## src/sv/mpt_ram.sv

```systemverilog
// Generic single-write, single-read synchronous RAM with registered read.
// No dependencies.
`timescale 1ns / 1ps

module mpt_ram #(
	parameter int WIDTH = 8,
	parameter int DEPTH = 16
) (
	input  logic                     clk,
	input  logic                     we,
	input  logic [$clog2(DEPTH)-1:0] waddr,
	input  logic [WIDTH-1:0]         wdata,
	input  logic [$clog2(DEPTH)-1:0] raddr,
	output logic [WIDTH-1:0]         rdata
);

	logic [WIDTH-1:0] mem [DEPTH];

	always_ff @(posedge clk) begin
		if (we) begin
			mem[waddr] <= wdata;
		end
		rdata <= mem[raddr];
	end

endmodule

```

## config.mk

```make
export PLATFORM = sky130hd
export DESIGN_NAME = mpt_ram
export DESIGN_NICKNAME = d
export VERILOG_FILES = /design/src/sv/mpt_ram.sv
export SDC_FILE = /design/constraint.sdc
export NUM_CORES = 1
export LEC_CHECK = 0
export BUFFER_PORTS_ARGS = -buffer_cell sky130_fd_sc_hd__buf_2
export CORE_MARGIN = 5
export CORE_UTILIZATION = 54
export DETAILED_ROUTE_END_ITERATION = 16
export PLACE_DENSITY = 0.74
export SLEW_MARGIN = 20
export SYNTH_ARGS = -nofsm -noshare
export SYNTH_HDL_FRONTEND = slang
export SYNTH_SLANG_ARGS = --single-unit
```

## constraint.sdc

```tcl
create_clock -name clk -period 1.6 [get_ports clk]
set_input_delay 0.16 -clock clk [delete_from_list [all_inputs] [get_ports clk]]
set_output_delay 0.16 -clock clk [all_outputs]
set_load 0.01 [all_outputs]
```

==> results.yml <==
pwr:
  netSwitchingPower_uw: 1660
  swShare_pct: 20.9
  powerDensity_nw_per_um2: 1300
  p_seq_share_pct: 50.6
  vdd_drop_max_mv: 0.677
  p_int_uw: 6260
  clkPwrFrac_pct: 44.6
  pwr-share-comb_pct: 4.8
  power.leakage_uw: 0.00209
sta:
  final.period_utilization_pct: 86.6
  fin_crit_ps: 1390
  max_freq_ghz: 0.722
  skew_ps: 6.56
  holdWs_ps: 38.4
  rsz0062_at_grt: "no"
  finalSetupTns_ps: 0
  relSlewSlack_pct: 74.2
  maxSlewViolCount: 0
  hold_viol_final: 0
  finalSetupViolCount: 0
  worst_slew_pin_slew_ps: 387
  fin_ws_ps: 214
route:
  highest-signal-layer: "met4"
  routedWlPerCell_um: 22.0
  drt-pass1-iter-count: 4
  met1_length_mm: 4.04
  vias_per_cell: 5.72
  dr_wl_met3_um: 583
  wl_met2_mm: 4.74
  vias: 2455
  drcViolationCount: 0
  drtIter0Drc: 130
  wl_mm: 9.46
  postRouteAntennaNets: 0
yosys:
  synth_area_um2: 5150
  synthCells: 229
  synth_top_area_share_pct: 74.7
  syn-mean-instance-area_um2: 22.5
  synth_area_leaders: "edfxtp_1 (75%), mux4_2 (7.9%), mux4_1 (7.1%)"
  ys_ff_latch: 136
  synth_nets: 247
  synth.distinct_cells: 19
  ys_seq_area_share_pct: 77.8
  yosys.area.top_type: "edfxtp_1"
  synth_warnings: 0
grt:
  grt_pass1_vias: 2595
  grt_pass1_wl_mm: 15.0
  gr-total-overflow: 0
  grt_start_max_net_pins: 33
  track_usage_pct: 18.3
  grt_antenna_before_repair: 0
clocking:
  cts_root_buffer: "clkbuf_8"
  cts_max_level: 4
  post_cts_buffers: 0
  cts_hold_buf: 0
  cts_tree: "built"
  cts_buffers: 17
  clock_path_buffers: 2
  postCtsResizedCells: 0
  clk_latency_ps: 510
  path_clk_slew_ps: 60
  clkSinkCount: 136
die:
  die_h_um: 108
  io_pins: 26
  core_um2: 9280
  start_util_pct: 55.4
  die_x_um: 108
  rows: 35
  design.die.area_um2: 11600
critical_path:
  crit_fanout: 1
  arrival_ps: 1780
  crit_path_start_kind: "register"
  crit_required_ps: 2000
  worstSetupEndpointType: "register"
  worstSetupPathType: "register to register"
layout:
  drive_above_1_share_pct: 33.3
  layout_commonest_cell: "edfxtp_1"
  final_cells: 429
  layout_common_cells: "edfxtp_1 (128), buf_2 (25), buf_4 (22)"
  fin_nets: 305
  final_area_um2: 6110
  area.growth.synth_to_final_pct: 18.7
  antenna_cells: 0
place:
  dp_hpwl_mm: 6.15
  post-place-cells: 397
  pre_cts_slack_ps: -8.28
  placed_area_um2: 5560
  io_buffers: 25
  place.gp.congestion: 0.749
hold_path:
  min_path_type: "primary input to register"
flow_run:
  maxCapViolations: 0
run_status:
  outcome: "complete, no violations"
[cell families after synthesis]
| family | after synthesis | share of synthesized area [%] |
|---|---|---|
| AO/OA/AOI/OAI | 16 | 2.33 |
| buffers and inverters | 10 | 1.68 |
| flip-flops | 136 | 77.8 |
| multiplexers | 32 | 15.0 |
| AND/OR/NAND/NOR | 35 | 3.18 |
[synth_stat cells (all sizes together)]
master	count
a22oi	16
nor2b	1
dfxtp	8
and2b	1
clkdlybuf4s25	3
buf	7
nand3b	2
and2	1
nor2	13
edfxtp	128
nand2b	2
or3b	1
nor3	4
nand3	1
mux4	32
nand2	9
[final timing paths]
path | startpoint | end | slack, ps | cells past startpoint
setup / recovery | mem[1][1]$_DFFE_PP_ | rdata[1]$_DFF_P_ | 210 | 3
hold / removal | wdata[1] | mem[14][1]$_DFFE_PP_ | 40 | 1
setup reg to reg | mem[1][1]$_DFFE_PP_ | rdata[1]$_DFF_P_ | 210 | 3
hold reg to reg | mem[14][3]$_DFFE_PP_ | rdata[3]$_DFF_P_ | 670 | 3
[metal layers]
layer  vias to the layer above  track usage (%)
li1                       1094                -
met5                         -                0
met4                         0             6.49
met3                         8             4.98
met1                      1275             24.9
met2                        78             28.6
[power by group through the flow]
| stage | logic [uW] | clock network [uW] | registers (uW) |
|---|---|---|---|
| 6_report | 376 | 3530 | 4010 |
| 5_1_grt | 409 | 3780 | 4010 |
| 4_1_cts | 383 | 3600 | 4010 |
| 3_5_place_dp | 382 | 0 | 4080 |
| 3_3_place_gp | 369 | 0 | 4080 |
| 2_1_floorplan | 202 | 0 | 4090 |
[sequential cells by signal (all words and copies together), names as in the netlist]
signal,cells
rdata,8
mem,128
[worst max-delay path: stages, from the launching register on]
cell and delay (ps):
edfxtp_1 370, mux4_1 520, a22oi_1 300, nand2_1 80
[cell type report]
cell class              count  area [um^2]
clock buffers              19          432
clock inverters            13          121
well taps                 129          161
flip-flops and latches    136         4000
repair buffers             49          330
multi-input cells          83         1060
fillers                   626         3170
[stage by stage]
step                      power [uW]  util (%)
after floorplan                 4290         -
after CTS                       7990      65.8
after detailed placement        4460      59.9
after global routing            8200      65.8
final                           7910      65.8
after global placement          4450      59.9
No activity file was read; power rests on OpenSTA's default activity.
